==> src/rtl/core/rbl_pkg.sv <==
// shared constants, types and state encodings of the bar level meter
`timescale 1ns / 1ps

package rbl_pkg;

	localparam int MAX_BARS_DEF = 64;
	localparam int MAX_SPB_DEF  = 4096;

	localparam int SAMPLE_W    = 16;
	localparam int BAR_IDX_W   = 6;
	localparam int INV_W       = 7;
	localparam int BAR_COUNT_W = 7;
	localparam int SPB_W       = 13;
	localparam int GAIN_W      = 12;
	localparam int CFG_IDX_W   = 2;
	localparam int CFG_DATA_W  = 13;
	localparam int LEVEL_W     = 20;
	localparam int ROOT_W      = 16;
	localparam int MEAN_W      = 32;
	localparam int MUL_A_W     = 23;
	localparam int MUL_B_W     = 16;
	localparam int PROD_W      = MUL_A_W + MUL_B_W;
	localparam int LEVEL_LSB   = 15;
	localparam int FRAC_W      = 8;

	typedef logic [CFG_IDX_W-1:0] cfg_idx_t;
	localparam cfg_idx_t CFG_BAR_COUNT       = 2'd0;
	localparam cfg_idx_t CFG_SAMPLES_PER_BAR = 2'd1;
	localparam cfg_idx_t CFG_GAIN            = 2'd2;

	localparam logic [BAR_COUNT_W-1:0] BAR_COUNT_RST = 7'd32;
	localparam logic [SPB_W-1:0]       SPB_RST       = 13'd1;
	localparam logic [GAIN_W-1:0]      GAIN_RST      = 12'd256;
	localparam logic [GAIN_W-1:0]      GAIN_MAX      = 12'd2560;
	localparam logic [MUL_B_W-1:0]     LEVEL_SCALE   = 16'd180;
	localparam logic [MUL_B_W-1:0]     DECAY_NUM     = 16'd123;
	localparam logic [INV_W-1:0]       INV_MAX       = 7'd127;

	typedef enum logic [3:0] {
		ST_IDLE,
		ST_SQR,
		ST_ACC,
		ST_START,
		ST_DIV,
		ST_M1,
		ST_M2,
		ST_M3,
		ST_CMP,
		ST_OUT,
		ST_FEND,
		ST_FILL
	} core_state_t;

	typedef enum logic [1:0] {
		DS_IDLE,
		DS_DIV,
		DS_SQRT,
		DS_DONE
	} ds_phase_t;

	typedef struct packed {
		logic              done;
		logic [ROOT_W-1:0] root;
	} root_t;

endpackage

==> src/rtl/core/rbl_if.sv <==
// valid/ready channels for samples in and bar levels out
`timescale 1ns / 1ps

interface rbl_in_if;
	import rbl_pkg::*;
	logic                       valid;
	logic                       ready;
	logic signed [SAMPLE_W-1:0] sample;
	logic                       frame_end;

	modport source(output valid, sample, frame_end, input ready);
	modport sink(input valid, sample, frame_end, output ready);
endinterface

interface rbl_out_if;
	import rbl_pkg::*;
	logic                 valid;
	logic                 ready;
	logic [BAR_IDX_W-1:0] bar_index;
	logic [INV_W-1:0]     inverted_level;
	logic                 last_bar;

	modport source(output valid, bar_index, inverted_level, last_bar, input ready);
	modport sink(input valid, bar_index, inverted_level, last_bar, output ready);
endinterface

==> src/rtl/core/rbl_ram.sv <==
// generic single-write, single-read ram with registered read data
`timescale 1ns / 1ps

module rbl_ram #(
	parameter int WIDTH = 8,
	parameter int DEPTH = 16
) (
	input  logic                                          clk,
	input  logic                                          we,
	input  logic [((DEPTH > 1) ? $clog2(DEPTH) : 1)-1:0] waddr,
	input  logic [WIDTH-1:0]                              wdata,
	input  logic [((DEPTH > 1) ? $clog2(DEPTH) : 1)-1:0] raddr,
	output logic [WIDTH-1:0]                              rdata
);
	logic [WIDTH-1:0] mem_q [DEPTH];

	always_ff @(posedge clk) begin
		if (we) begin
			mem_q[waddr] <= wdata;
		end
		rdata <= mem_q[raddr];
	end
endmodule

==> src/rtl/core/rbl_divsqrt.sv <==
// iterative mean divider and integer square root on one shared subtractor
`timescale 1ns / 1ps

module rbl_divsqrt #(
	parameter int SUM_W = 43,
	parameter int CNT_W = 13
) (
	input  logic               clk,
	input  logic               arst_n,
	input  logic               start,
	input  logic [SUM_W-1:0]   num,
	input  logic [CNT_W-1:0]   den,
	output rbl_pkg::root_t     res
);
	import rbl_pkg::*;

	localparam int SQ_REM_W = ROOT_W + 1;
	localparam int SQ_T_W   = SQ_REM_W + 2;
	localparam int SUB_W    = ((CNT_W + 1) > SQ_T_W) ? (CNT_W + 1) : SQ_T_W;
	localparam int STEP_W   = $clog2(SUM_W);

	ds_phase_t phase_q, phase_d;

	logic [SUM_W-1:0]    num_q;
	logic [CNT_W-1:0]    den_q;
	logic [CNT_W-1:0]    rem_q;
	logic [MEAN_W-1:0]   x_q;
	logic [SQ_REM_W-1:0] sq_rem_q;
	logic [ROOT_W-1:0]   root_q;
	logic [STEP_W-1:0]   step_q;

	logic [SUB_W-1:0]    sub_a, sub_b;
	logic [SUB_W:0]      sub_diff;
	logic                sub_ge;
	logic [CNT_W:0]      div_t;
	logic [SQ_T_W-1:0]   sq_t;
	logic [SQ_T_W-1:0]   sq_d;
	logic [SUM_W-1:0]    num_nxt;
	logic [63:0]         quo_ext;
	logic                div_last, sq_last;

	// the one subtractor: quotient digit or root digit trial
	assign sub_diff = {1'b0, sub_a} - {1'b0, sub_b};
	assign sub_ge   = !sub_diff[SUB_W];

	assign div_t    = {rem_q, num_q[SUM_W-1]};
	assign sq_t     = {sq_rem_q, x_q[MEAN_W-1 -: 2]};
	assign sq_d     = {1'b0, root_q, 2'b01};
	assign num_nxt  = {num_q[SUM_W-2:0], sub_ge};
	assign quo_ext  = 64'(num_nxt);
	assign div_last = (step_q == STEP_W'(SUM_W - 1));
	assign sq_last  = (step_q == STEP_W'(ROOT_W - 1));

	always_comb begin
		phase_d = phase_q;
		unique case (phase_q)
			DS_IDLE: if (start) phase_d = DS_DIV;
			DS_DIV:  if (div_last) phase_d = DS_SQRT;
			DS_SQRT: if (sq_last) phase_d = DS_DONE;
			DS_DONE: phase_d = DS_IDLE;
			default: phase_d = DS_IDLE;
		endcase
	end

	always_comb begin
		sub_a = '0;
		sub_b = '0;
		unique case (phase_q)
			DS_DIV: begin
				sub_a = SUB_W'(div_t);
				sub_b = SUB_W'(den_q);
			end
			DS_SQRT: begin
				sub_a = SUB_W'(sq_t);
				sub_b = SUB_W'(sq_d);
			end
			default: begin
				sub_a = '0;
				sub_b = '0;
			end
		endcase
		res.done = (phase_q == DS_DONE);
		res.root = root_q;
	end

	always_ff @(posedge clk or negedge arst_n) begin
		if (!arst_n) begin
			phase_q <= DS_IDLE;
			step_q  <= '0;
		end else begin
			phase_q <= phase_d;
			if (phase_q != phase_d || phase_q == DS_IDLE) begin
				step_q <= '0;
			end else begin
				step_q <= step_q + 1'b1;
			end
		end
	end

	always_ff @(posedge clk) begin
		unique case (phase_q)
			DS_IDLE: begin
				if (start) begin
					num_q <= num;
					den_q <= den;
					rem_q <= '0;
				end
			end
			DS_DIV: begin
				num_q <= num_nxt;
				rem_q <= sub_ge ? sub_diff[CNT_W-1:0] : div_t[CNT_W-1:0];
				if (div_last) begin
					// mean never exceeds a full-scale square, so it fits the root input
					x_q      <= quo_ext[MEAN_W-1:0];
					sq_rem_q <= '0;
					root_q   <= '0;
				end
			end
			DS_SQRT: begin
				x_q      <= {x_q[MEAN_W-3:0], 2'b00};
				sq_rem_q <= sub_ge ? sub_diff[SQ_REM_W-1:0] : sq_t[SQ_REM_W-1:0];
				root_q   <= {root_q[ROOT_W-2:0], sub_ge};
			end
			default: begin
			end
		endcase
	end
endmodule

==> src/rtl/core/rms_bar_level_meter_core.sv <==
// bar level meter: one shared multiplier plus a divide/root unit under a sequencer
// a sample that completes no bar nor frame passes ST_SQR, ST_ACC, ST_FEND, then ready again
// a completing sample's result comes from the bit-serial divider (SUM_W steps) and the
// 16-step root on one subtractor, then the multiplier steps ST_M1 to ST_M3 and ST_CMP
// after an early frame end the remaining bars come out one per cycle while levels.ready is high
// async active-low reset; stored levels read as zero through per-bar valid bits, no sweep
`timescale 1ns / 1ps

module rms_bar_level_meter_core #(
	parameter int MAX_BARS            = rbl_pkg::MAX_BARS_DEF,
	parameter int MAX_SAMPLES_PER_BAR = rbl_pkg::MAX_SPB_DEF
) (
	input  logic                             clk,
	input  logic                             arst_n,
	input  logic                             cfg_we,
	input  logic [rbl_pkg::CFG_IDX_W-1:0]    cfg_index,
	input  logic [rbl_pkg::CFG_DATA_W-1:0]   cfg_wdata,
	rbl_in_if.sink                           samples,
	rbl_out_if.source                        levels
);
	import rbl_pkg::*;

	localparam int CUR_W = (MAX_BARS > 1) ? $clog2(MAX_BARS) : 1;
	localparam int NB_W  = $clog2(MAX_BARS + 1);
	localparam int CNT_W = $clog2(MAX_SAMPLES_PER_BAR + 1);
	localparam int SUM_W = 31 + $clog2(MAX_SAMPLES_PER_BAR);

	core_state_t state_q, state_d;

	logic [BAR_COUNT_W-1:0] bar_count_q;
	logic [SPB_W-1:0]       spb_q;
	logic [GAIN_W-1:0]      gain_q;

	logic [SUM_W-1:0]       sum_q;
	logic [CNT_W-1:0]       cnt_q;
	logic [CUR_W-1:0]       cur_q;
	logic                   done_q;
	logic                   fend_q;
	logic [MAX_BARS-1:0]    valid_q;

	logic [SAMPLE_W-1:0]    mag_q;
	logic [PROD_W-1:0]      prod_q;
	logic [LEVEL_W-1:0]     level_q;
	logic [INV_W-1:0]       inv_q;

	logic [NB_W-1:0]        nbars;
	logic [CNT_W-1:0]       spb_eff;
	logic [GAIN_W-1:0]      gain_eff;
	logic [CNT_W:0]         cnt_inc;
	logic                   bar_full;
	logic [31:0]            cur_ext, cur_nxt_ext;
	logic                   last_cur, is_last;
	logic [SAMPLE_W-1:0]    mag;
	logic [MUL_A_W-1:0]     mul_a;
	logic [MUL_B_W-1:0]     mul_b;
	logic [LEVEL_W-1:0]     ram_rdata, prev_level, held, fin_level;
	logic [LEVEL_W-FRAC_W-1:0] whole;
	logic                   ram_we, ds_start;
	logic                   cfg_bar_wr;
	root_t                  ds_res;

	rbl_ram #(
		.WIDTH(LEVEL_W),
		.DEPTH(MAX_BARS)
	) u_levels (
		.clk   (clk),
		.we    (ram_we),
		.waddr (cur_q),
		.wdata (fin_level),
		.raddr (cur_q),
		.rdata (ram_rdata)
	);

	rbl_divsqrt #(
		.SUM_W(SUM_W),
		.CNT_W(CNT_W)
	) u_ds (
		.clk    (clk),
		.arst_n (arst_n),
		.start  (ds_start),
		.num    (sum_q),
		.den    (cnt_q),
		.res    (ds_res)
	);

	// effective register values
	always_comb begin
		if (bar_count_q == '0) begin
			nbars = NB_W'(1);
		end else if (32'(bar_count_q) > MAX_BARS) begin
			nbars = NB_W'(MAX_BARS);
		end else begin
			nbars = NB_W'(bar_count_q);
		end
		if (spb_q == '0) begin
			spb_eff = CNT_W'(1);
		end else if (32'(spb_q) > MAX_SAMPLES_PER_BAR) begin
			spb_eff = CNT_W'(MAX_SAMPLES_PER_BAR);
		end else begin
			spb_eff = CNT_W'(spb_q);
		end
		gain_eff = (gain_q > GAIN_MAX) ? GAIN_MAX : gain_q;
	end

	assign cfg_bar_wr  = cfg_we && (cfg_index == CFG_BAR_COUNT);
	assign cnt_inc     = {1'b0, cnt_q} + 1'b1;
	assign bar_full    = 32'(cnt_inc) >= 32'(spb_eff);
	assign cur_ext     = 32'(cur_q);
	assign cur_nxt_ext = cur_ext + 32'd1;
	assign last_cur    = cur_nxt_ext >= 32'(nbars);
	assign is_last     = cur_nxt_ext == 32'(nbars);

	assign mag = samples.sample[SAMPLE_W-1] ? (~samples.sample + 1'b1) : samples.sample;

	// peak hold against the decayed stored level
	assign prev_level = valid_q[cur_q] ? ram_rdata : '0;
	assign held       = prod_q[FRAC_W +: LEVEL_W];
	assign fin_level  = (held > level_q) ? held : level_q;
	assign whole      = fin_level[LEVEL_W-1:FRAC_W];

	always_comb begin
		state_d = state_q;
		unique case (state_q)
			ST_IDLE:  if (samples.valid) state_d = ST_SQR;
			ST_SQR:   state_d = ST_ACC;
			ST_ACC:   state_d = (!done_q && bar_full) ? ST_START : ST_FEND;
			ST_START: state_d = ST_DIV;
			ST_DIV:   if (ds_res.done) state_d = ST_M1;
			ST_M1:    state_d = ST_M2;
			ST_M2:    state_d = ST_M3;
			ST_M3:    state_d = ST_CMP;
			ST_CMP:   state_d = ST_OUT;
			ST_OUT:   if (levels.ready) state_d = ST_FEND;
			ST_FEND: begin
				priority if (!fend_q || done_q) state_d = ST_IDLE;
				else if (cnt_q != '0)          state_d = ST_START;
				else                            state_d = ST_FILL;
			end
			ST_FILL:  if (levels.ready && last_cur) state_d = ST_IDLE;
			default:  state_d = ST_IDLE;
		endcase
	end

	always_comb begin
		samples.ready = (state_q == ST_IDLE);
		levels.valid  = (state_q == ST_OUT) || (state_q == ST_FILL);
		ds_start      = (state_q == ST_START);
		ram_we        = (state_q == ST_CMP);
		mul_a         = '0;
		mul_b         = '0;
		unique case (state_q)
			ST_SQR: begin
				mul_a = MUL_A_W'(mag_q);
				mul_b = mag_q;
			end
			ST_M1: begin
				mul_a = MUL_A_W'(ds_res.root);
				mul_b = LEVEL_SCALE;
			end
			ST_M2: begin
				mul_a = prod_q[MUL_A_W-1:0];
				mul_b = MUL_B_W'(gain_eff);
			end
			ST_M3: begin
				mul_a = MUL_A_W'(prev_level);
				mul_b = DECAY_NUM;
			end
			default: begin
				mul_a = '0;
				mul_b = '0;
			end
		endcase
	end

	assign levels.bar_index      = cur_ext[BAR_IDX_W-1:0];
	assign levels.inverted_level = (state_q == ST_FILL) ? INV_MAX : inv_q;
	assign levels.last_bar       = is_last;

	always_ff @(posedge clk or negedge arst_n) begin
		if (!arst_n) begin
			state_q     <= ST_IDLE;
			bar_count_q <= BAR_COUNT_RST;
			spb_q       <= SPB_RST;
			gain_q      <= GAIN_RST;
			sum_q       <= '0;
			cnt_q       <= '0;
			cur_q       <= '0;
			done_q      <= 1'b0;
			fend_q      <= 1'b0;
			valid_q     <= '0;
		end else begin
			state_q <= state_d;
			if (cfg_we) begin
				unique case (cfg_index)
					CFG_BAR_COUNT:       bar_count_q <= cfg_wdata[BAR_COUNT_W-1:0];
					CFG_SAMPLES_PER_BAR: spb_q <= cfg_wdata[SPB_W-1:0];
					CFG_GAIN:            gain_q <= cfg_wdata[GAIN_W-1:0];
					default: begin
					end
				endcase
			end
			if (cfg_bar_wr) begin
				valid_q <= '0;
				sum_q   <= '0;
				cnt_q   <= '0;
				cur_q   <= '0;
				done_q  <= 1'b0;
			end else begin
				unique case (state_q)
					ST_IDLE: if (samples.valid) fend_q <= samples.frame_end;
					ST_ACC: begin
						if (!done_q) begin
							sum_q <= sum_q + SUM_W'(prod_q[2*SAMPLE_W-1:0]);
							cnt_q <= cnt_inc[CNT_W-1:0];
						end
					end
					ST_CMP: valid_q[cur_q] <= 1'b1;
					ST_OUT: begin
						if (levels.ready) begin
							sum_q  <= '0;
							cnt_q  <= '0;
							cur_q  <= cur_nxt_ext[CUR_W-1:0];
							done_q <= last_cur;
						end
					end
					ST_FEND: begin
						// frame restarts here when nothing is left to emit
						if (fend_q && done_q) begin
							sum_q  <= '0;
							cnt_q  <= '0;
							cur_q  <= '0;
							done_q <= 1'b0;
						end
					end
					ST_FILL: begin
						if (levels.ready) begin
							if (last_cur) begin
								sum_q  <= '0;
								cnt_q  <= '0;
								cur_q  <= '0;
								done_q <= 1'b0;
							end else begin
								cur_q <= cur_nxt_ext[CUR_W-1:0];
							end
						end
					end
					default: begin
					end
				endcase
			end
		end
	end

	always_ff @(posedge clk) begin
		if (state_q == ST_IDLE) begin
			mag_q <= mag;
		end
		if (state_q == ST_SQR || state_q == ST_M1 || state_q == ST_M2 || state_q == ST_M3) begin
			prod_q <= PROD_W'(mul_a) * PROD_W'(mul_b);
		end
		if (state_q == ST_M3) begin
			level_q <= prod_q[LEVEL_LSB +: LEVEL_W];
		end
		if (state_q == ST_CMP) begin
			inv_q <= (whole > (LEVEL_W-FRAC_W)'(INV_MAX)) ? '0
			         : (INV_MAX - whole[INV_W-1:0]);
		end
	end
endmodule

==> src/flat_wrapper.sv <==
// flat-port wrapper written by rule: the top's interface ports become plain ports
module rms_bar_level_meter_core_flat import rbl_pkg::*;
#(
	parameter int MAX_BARS            = rbl_pkg::MAX_BARS_DEF,
	parameter int MAX_SAMPLES_PER_BAR = rbl_pkg::MAX_SPB_DEF
)
  (clk, arst_n, cfg_we, cfg_index, cfg_wdata, samples_valid, samples_sample, samples_frame_end, samples_ready, levels_valid, levels_bar_index, levels_inverted_level, levels_last_bar, levels_ready);
  rbl_in_if samples_i ();
  rbl_out_if levels_i ();
  input  logic clk;
  input  logic arst_n;
  input  logic cfg_we;
  input  logic [rbl_pkg::CFG_IDX_W-1:0] cfg_index;
  input  logic [rbl_pkg::CFG_DATA_W-1:0] cfg_wdata;
  input wire logic [$bits(samples_i.valid)-1:0] samples_valid;
  input wire logic [$bits(samples_i.sample)-1:0] samples_sample;
  input wire logic [$bits(samples_i.frame_end)-1:0] samples_frame_end;
  output wire logic [$bits(samples_i.ready)-1:0] samples_ready;
  output wire logic [$bits(levels_i.valid)-1:0] levels_valid;
  output wire logic [$bits(levels_i.bar_index)-1:0] levels_bar_index;
  output wire logic [$bits(levels_i.inverted_level)-1:0] levels_inverted_level;
  output wire logic [$bits(levels_i.last_bar)-1:0] levels_last_bar;
  input wire logic [$bits(levels_i.ready)-1:0] levels_ready;
  assign samples_i.valid = samples_valid;
  assign samples_i.sample = samples_sample;
  assign samples_i.frame_end = samples_frame_end;
  assign samples_ready = samples_i.ready;
  assign levels_valid = levels_i.valid;
  assign levels_bar_index = levels_i.bar_index;
  assign levels_inverted_level = levels_i.inverted_level;
  assign levels_last_bar = levels_i.last_bar;
  assign levels_i.ready = levels_ready;
  rms_bar_level_meter_core #(.MAX_BARS(MAX_BARS), .MAX_SAMPLES_PER_BAR(MAX_SAMPLES_PER_BAR)) u_core (.clk(clk), .arst_n(arst_n), .cfg_we(cfg_we), .cfg_index(cfg_index), .cfg_wdata(cfg_wdata), .samples(samples_i), .levels(levels_i));
endmodule
==> config.mk <==
export PLATFORM = sky130hd
export DESIGN_NAME = rms_bar_level_meter_core_flat
export DESIGN_NICKNAME = d
export VERILOG_FILES = /design/src/rtl/core/rbl_pkg.sv /design/src/rtl/core/rbl_if.sv /design/src/rtl/core/rbl_ram.sv /design/src/rtl/core/rbl_divsqrt.sv /design/src/rtl/core/rms_bar_level_meter_core.sv /design/src/flat_wrapper.sv
export SDC_FILE = /design/constraint.sdc
export NUM_CORES = 2
export LEC_CHECK = 0
export ABC_AREA = 0
export CELL_PAD_IN_SITES_DETAIL_PLACEMENT = 1
export CELL_PAD_IN_SITES_GLOBAL_PLACEMENT = 1
export CORE_ASPECT_RATIO = 1.25
export CORE_UTILIZATION = 35
export CTS_BUF_LIST = sky130_fd_sc_hd__clkbuf_4 sky130_fd_sc_hd__clkbuf_8
export DETAILED_ROUTE_END_ITERATION = 8
export DONT_BUFFER_PORTS = 1
export GPL_TIMING_DRIVEN = 0
export PLACE_DENSITY_LB_ADDON = 0.1
export SYNTH_ARGS = -nofsm -noshare
export SYNTH_HDL_FRONTEND = slang
export SYNTH_SLANG_ARGS = --single-unit
==> constraint.sdc <==
create_clock -name clk -period 9.55 [get_ports clk]
set_input_delay 0.955 -clock clk [delete_from_list [all_inputs] [get_ports clk]]
set_output_delay 0.955 -clock clk [all_outputs]
set_load 0.1 [all_outputs]
* Yosys cells after proc, flatten, opt, wreduce, memory -nomap -nowiden *
Memory sizes are Yosys's and may differ from the RTL's. A register that Yosys moved wholly into a read port is not among the register bits.
Cells that the tools add are included.

storage, ports and cells
  bits in registers = 384
  latch bits = 0
  RAM bits = 1280
  memory bits (read-only) = 0
  output and inout port bits = 16
  memories kept = 1

operators by class
  $add $sub $neg = 7
  multiply operators = 1
  div/mod/pow operators = 0
  order comparisons = 9
  equality and inequality tests = 31
  shift-type cells = 0
  muxes and demuxes = 72
  bitwise operators = 3
  reduce and logical (&&, ||, !) cells = 36

memories
  memory                 depth  width  rd ports  clocked after memory_dff  write ports  line           source
  u_core.u_levels.mem_q  64     20     1         1                         1            rbl_ram.sv:15  logic [WIDTH-1:0] mem_q [DEPTH];

operator list
  operator                                     count
  2-to-1 mux 43 bit                            7
  one-hot mux 43 bit (4 select lines)          1
  2-to-1 mux 13 bit                            10
  2-to-1 mux 64 bit                            2
  one-hot mux 23 bit (4 select lines)          1
  one-hot mux 43 bit (2 select lines)          1
  bitwise OR 64 bit                            1
  one-hot mux 16 bit (4 select lines)          1
  one-hot mux 32 bit (2 select lines)          1
  one-hot mux 13 bit (4 select lines)          1
  one-hot mux 4 bit (12 select lines)          1
  adder 43 x 32 -> 43 bit                      1
  2-to-1 mux 20 bit                            2
  one-hot mux 19 bit (2 select lines)          1
  2-to-1 mux 6 bit                             6
  one-hot mux 18 bit (2 select lines)          1
  multiplier 23 x 16 -> 35 bit                 1
  2-to-1 mux 17 bit                            2
  one-hot mux 17 bit (2 select lines)          1
  equality test 32 x 7 -> 1 bit                1
  greater-or-equal comparator 32 x 7 -> 1 bit  1
  2-to-1 mux 32 bit                            1
  one-hot mux 16 bit (2 select lines)          1
  2-to-1 mux 4 bit                             7
  other kinds (58)                             106

* Longest topological paths before layout *
  word-level depth = 8
  depth in mapped cells = 35
  gate-level depth less buffers = 31

* Hierarchy *
From an unflattened synthesis, not the netlist that was laid out.

second synthesis, totals
  cell total of the unflattened synthesis = 5512
  area total of the unflattened synthesis = 81758.4 µm²

modules (own cells, without submodules)
  module                    instances  cells each  area an instance (µm²)  seq. area each (µm²)
  rbl_ram                   1          2243        49495.0                 38837.2
  rms_bar_level_meter_core  1          2713        24984.0                 6449.9
  rbl_divsqrt               1          556         7279.5                  4224.1

* Least setup slack after synthesis *
OpenSTA, ideal clock, no wires.

  kind = flip-flop to flip-flop
  start point = reg u_core.cur_q[0] (netlist: u_core.levels.bar_index[0])
  end point = reg u_core.prod_q[34], data pin
  arrival = 8.484 ns
  path slack = 0.803 ns
  stages on the path, launching flop included = 30
  buffers on the path = 2
  clock period less this slack = 8.747 ns
  cells stage by stage = dfrtp_1 buf_6 mux4_2 a221oi_2 nor2_1 or4_1 o31a_1 buf_4 a21boi_2 nor2_1 fa_1 inv_1 fa_1 fa_1 inv_1 fa_1 fa_1 inv_1 fa_1 inv_1 ha_1 a21o_1 a21o_1 a211oi_1 o31a_1 o21ai_0 o41ai_1 a21oi_1 a311oi_1 xnor2_1

on the way
  longest elaborated chain between the ends = 5

ends and longest elaborated chain
  what                                    line                             source
  start: declaration                      rms_bar_level_meter_core.sv:36   logic [CUR_W-1:0] cur_q;
  start signal: assignment                rms_bar_level_meter_core.sv:222  cur_q <= cur_nxt_ext[CUR_W-1:0];
  start signal: assignment                rms_bar_level_meter_core.sv:243  cur_q <= cur_nxt_ext[CUR_W-1:0];
  binary-select mux 1 bit (select 6 bit)  rms_bar_level_meter_core.sv:116  assign prev_level = valid_q[cur_q] ? ram_rdata : '0;
  2-to-1 mux 1 bit (not written as such)  rms_bar_level_meter_core.sv:116
  2-to-1 mux 20 bit                       rms_bar_level_meter_core.sv:116
  one-hot mux 23 bit (4 select lines)     rms_bar_level_meter_core.sv:151  unique case (state_q)
  multiplier 23 x 16 -> 35 bit            rms_bar_level_meter_core.sv:259  prod_q <= PROD_W'(mul_a) * PROD_W'(mul_b);
  end signal: assignment                  rms_bar_level_meter_core.sv:259
  end: declaration                        rms_bar_level_meter_core.sv:42   logic [PROD_W-1:0] prod_q;

Every way passes these cells. The select of a mux whose other input is x is not followed.
A chain may end at the register's enable or synchronous reset.

* Worst setup path after layout *
  start point = reg u_core.cur_q[0] (netlist: u_core.levels.bar_index[0])
  end point = reg u_core.prod_q[33], data pin

Same word-level chain as after synthesis.

==> results.yml <==
run_status:
  outcome: "finished with violations"
  violations: "design-rule violations, max-capacitance violations, max-slew violations"
cells_and_area:
  mostFrequentLayoutCell: "edfxtp_1"
  drive_gt1_frac: 0.159
  nets: 6544
  postLayoutCoreUtil: 0.410
  syn2layout_area_growth_pct: 16.5
  layout_common_cells: "1492 x edfxtp_1, 519 x a22oi_1, 377 x nand2_1"
  final_cells: 9186
timing:
  finalSetupViolations: 0
  slew_headroom: -0.0799
  layout_setup_ws_ns: 0.205
  hold_violations: 0
  drv_slew: 283
  rsz0062_at_grt: "no"
  fin_tns_setup_ns: 0
  fin_worst_skew_ns: 0.0795
  finalCriticalPeriod_ns: 9.35
  post-route-period-util: 0.979
  tightest_slew_ns: 1.62
  fmax_ghz: 0.107
critical_path:
  endpoint: "u_core.prod_q[33]"
  slowest_stage: "dfrtp_4"
  critPathRequiredTime_ns: 10.26
  r2r_start: "u_core.levels.bar_index[0]"
  cp-start-kind: "flop"
  critical_path_arrival_ns: 10.06
  crit_path_start: "u_core.levels.bar_index[0]"
  path_common_cell: "fa_1"
  worstReg2RegEnd: "u_core.prod_q[33]"
  slowest_delay_ns: 0.73
  worstSetupEndpointType: "flop"
  crit_type: "flop to flop"
  r2r_slack_ns: 0.20
  cp_max_fo: 10
  reg2regPathDepth: 31
clocking:
  clock-sinks: 1684
  cts.htree.levels: 5
  clock-root-buffer: "clkbuf_8"
  cts_buffers: 296
  clock_latency_ns: 1.02
  cts_tree: "yes"
  cts_buffer_depth: 4
  path_clk_slew_ns: 0.06
placement:
  dp_cells: 8626
  finalWeightedCongestion: 0.910
  pre_cts_slack_ns: -1.69
  io_buffers: 0
  place_hpwl_mm: 240
pwr:
  seqPwrFrac: 0.389
  clkPwrFrac: 0.268
  powerDensity_nw_per_um2: 276
  swShare: 0.394
  max-vdd-ir-drop_v: 0.000137
  p_int_mw: 15.2
  p_comb_frac: 0.343
  p_sw_mw: 9.87
  leakagePower_nw: 32.1
synthesis:
  postSynthRegisterBits: 1684
  synth_edf_count: 1492
  yosysWarnings: 0
  ys_seq_area_frac: 0.637
  async_flop_share: 0.102
  synthCells: 5590
  synth_cell_type_count: 82
  ys.flop_type: "edfxtp_1"
  syn_area_sq_um: 77800
  synth.top_cell.area_share: 0.576
  syn_area_per_cell_sq_um: 13.9
  synth_area_leaders: "edfxtp_1 58%, fa_1 7.4%, dfrtp_1 5.4%"
  synth_top_area_cell: "edfxtp_1"
floorplan:
  core_area_sq_um: 221000
  pin_count: 53
  dieArea_sq_um: 224000
  fp.dieW_um: 424
  die_y_um: 529
  start_util: 0.352
  rows: 193
global_route:
  grt_pass1_wl_mm: 462
  gr-usage-all-layers: 0.300
  grt_max_degree: 173
  overflow: 0
  grt_pass1_vias: 55289
  antenna_found_initial: 16
flow_run:
  cap_violations: 14
min_path:
  hp-class: "primary input to flop"
route:
  vias_per_cell: 5.85
  vias: 53702
  ant_nets: 0
  wirelength_mm: 340
  drt_iter0_drc: 5888
  drc: 18
  dr.pass1.iters: 9
  wl_per_cell_um: 37.0
-- power groups by stage --
stage	clock (mW)	combinational [mW]	sequential, mW
final	6.71	8.59	9.73
after global routing	7.06	8.96	9.77
after CTS	6.79	8.45	9.75
after detailed placement	0	8.27	9.88
after global placement	0	7.97	9.92
after floorplan	0	4.44	9.57
-- metal layers --
metal  track usage  share of wire
met1         0.362           0.37
met2         0.508           0.49
met3        0.0500          0.070
met4         0.169          0.066
met5             0        0.00017
-- synth_stat cells, types with 10 or more instances --
| cell | n |
|---|---|
| edfxtp_1 | 1492 |
| a22oi_1 | 520 |
| nor2_1 | 432 |
| nand2_1 | 378 |
| inv_1 | 376 |
| fa_1 | 289 |
| clkbuf_1 | 228 |
| ha_1 | 190 |
| a21oi_1 | 180 |
| dfrtp_1 | 169 |
| mux2_2 | 126 |
| o21ai_0 | 99 |
| a22o_1 | 93 |
| a221oi_1 | 89 |
| a31oi_1 | 73 |
| nand3_1 | 69 |
| xnor2_1 | 69 |
| nand4_1 | 67 |
| a41oi_1 | 47 |
| nand2b_1 | 46 |
| and2_1 | 45 |
| buf_1 | 40 |
| a21o_1 | 38 |
| xor2_1 | 38 |
| nor3_1 | 31 |
| o31ai_1 | 29 |
| nor2b_1 | 27 |
| and3_1 | 24 |
| nor4_1 | 22 |
| dfxtp_1 | 20 |
| buf_2 | 19 |
| or2_2 | 17 |
| or3_1 | 15 |
| a222oi_1 | 14 |
| a211oi_1 | 13 |
| a21bo_2 | 12 |
| a21boi_2 | 10 |
-- registers in the layout, indices dropped and copies added (netlist names), 16 cells and up --
register and count:
u_core.prod_q 35, u_core.valid_q 64, u_core.u_levels.mem_q 1280, u_core.u_ds.x_q 32, u_core.mag_q 16, u_core.level_q 20, u_core.u_ds.num_q 43, u_core.u_ds.sq_rem_q 17
u_core.sum_q 43, u_core.u_ds.root_q 16, u_core.u_levels.rdata 20
-- per-stage QoR --
| stage | instance area, sq um | total power [mW] | hold slack, ns |
|---|---|---|---|
| after floorplan | 77800 | 14.0 | 0.400 |
| after global placement | 81500 | 17.9 | 0.471 |
| after detailed placement | 84100 | 18.1 | 0.482 |
| after CTS | 90300 | 25.0 | 0.0201 |
| after global routing | 90600 | 25.8 | 0.0656 |
| final | 90600 | 25.0 | 0.0791 |
-- worst min path at each step --
| stage | startpoint | end | slack [ns] | depth (start not counted) |
|---|---|---|---|---|
| finish | cfg_wdata[5] | u_core.bar_count_q[5] | 0.08 | 2 |
| global route | samples_sample[0] | u_core.mag_q[0] | 0.07 | 0 |
| CTS | cfg_wdata[5] | u_core.bar_count_q[5] | 0.02 | 2 |
| detailed placement | u_core.bar_count_q[5] | u_core.bar_count_q[5] | 0.48 | 2 |
| global placement | u_core.prod_q[33] | u_core.level_q[18] | 0.47 | 0 |
| floorplan | u_core.prod_q[32] | u_core.level_q[17] | 0.40 | 0 |
-- what timing repair did --
item	4_1_cts	5_1_grt
gates resized for setup	75	34
setup endpoints to repair	22	13
endpoints found under the hold margin	172	2
pin swaps	13	9
setup buffers	28	6
hold buffers	1	1
cloned	0	1
-- cell families (layout without fill, tap and decap cells) --
| kind of cell | count (synthesis) | in the layout | synth area share |
|---|---|---|---|
| xor gates and xnor gates | 107 | 107 | 0.0121 |
| buffers and inverters | 675 | 1321 | 0.0338 |
| and+or+nand+nor | 1200 | 1200 | 0.0694 |
| muxes | 140 | 140 | 0.0208 |
| DFF | 1684 | 1684 | 0.637 |
| other | 2 | 27 | 0.0000966 |
| AOI/OAI and AO/OA | 1303 | 1303 | 0.122 |
| adders and majority gates | 479 | 479 | 0.105 |
-- layout make-up --
class	count	area, sq um
fill	22651	130000
sequential	1684	49500
multi-input combinational	3247	26600
clock buffer	418	5080
tap	2925	3660
timing repair buffer	133	2350
inverter	377	1420
buffer	289	1290
clock inverter	104	624
antenna	9	22.5
-- critical path, delay by kind of cell, from the launching register on --
kind,cells,cell delay [ns]
AO/OA/AOI/OAI,8,1.83
XOR/XNOR,1,0.36
adder cells (fa/ha/maj),7,3.53
buffers and inverters,7,1.05
flip-flops,1,0.73
AND/OR/NAND/NOR,8,1.54
Power figures use the tool's default switching activity.
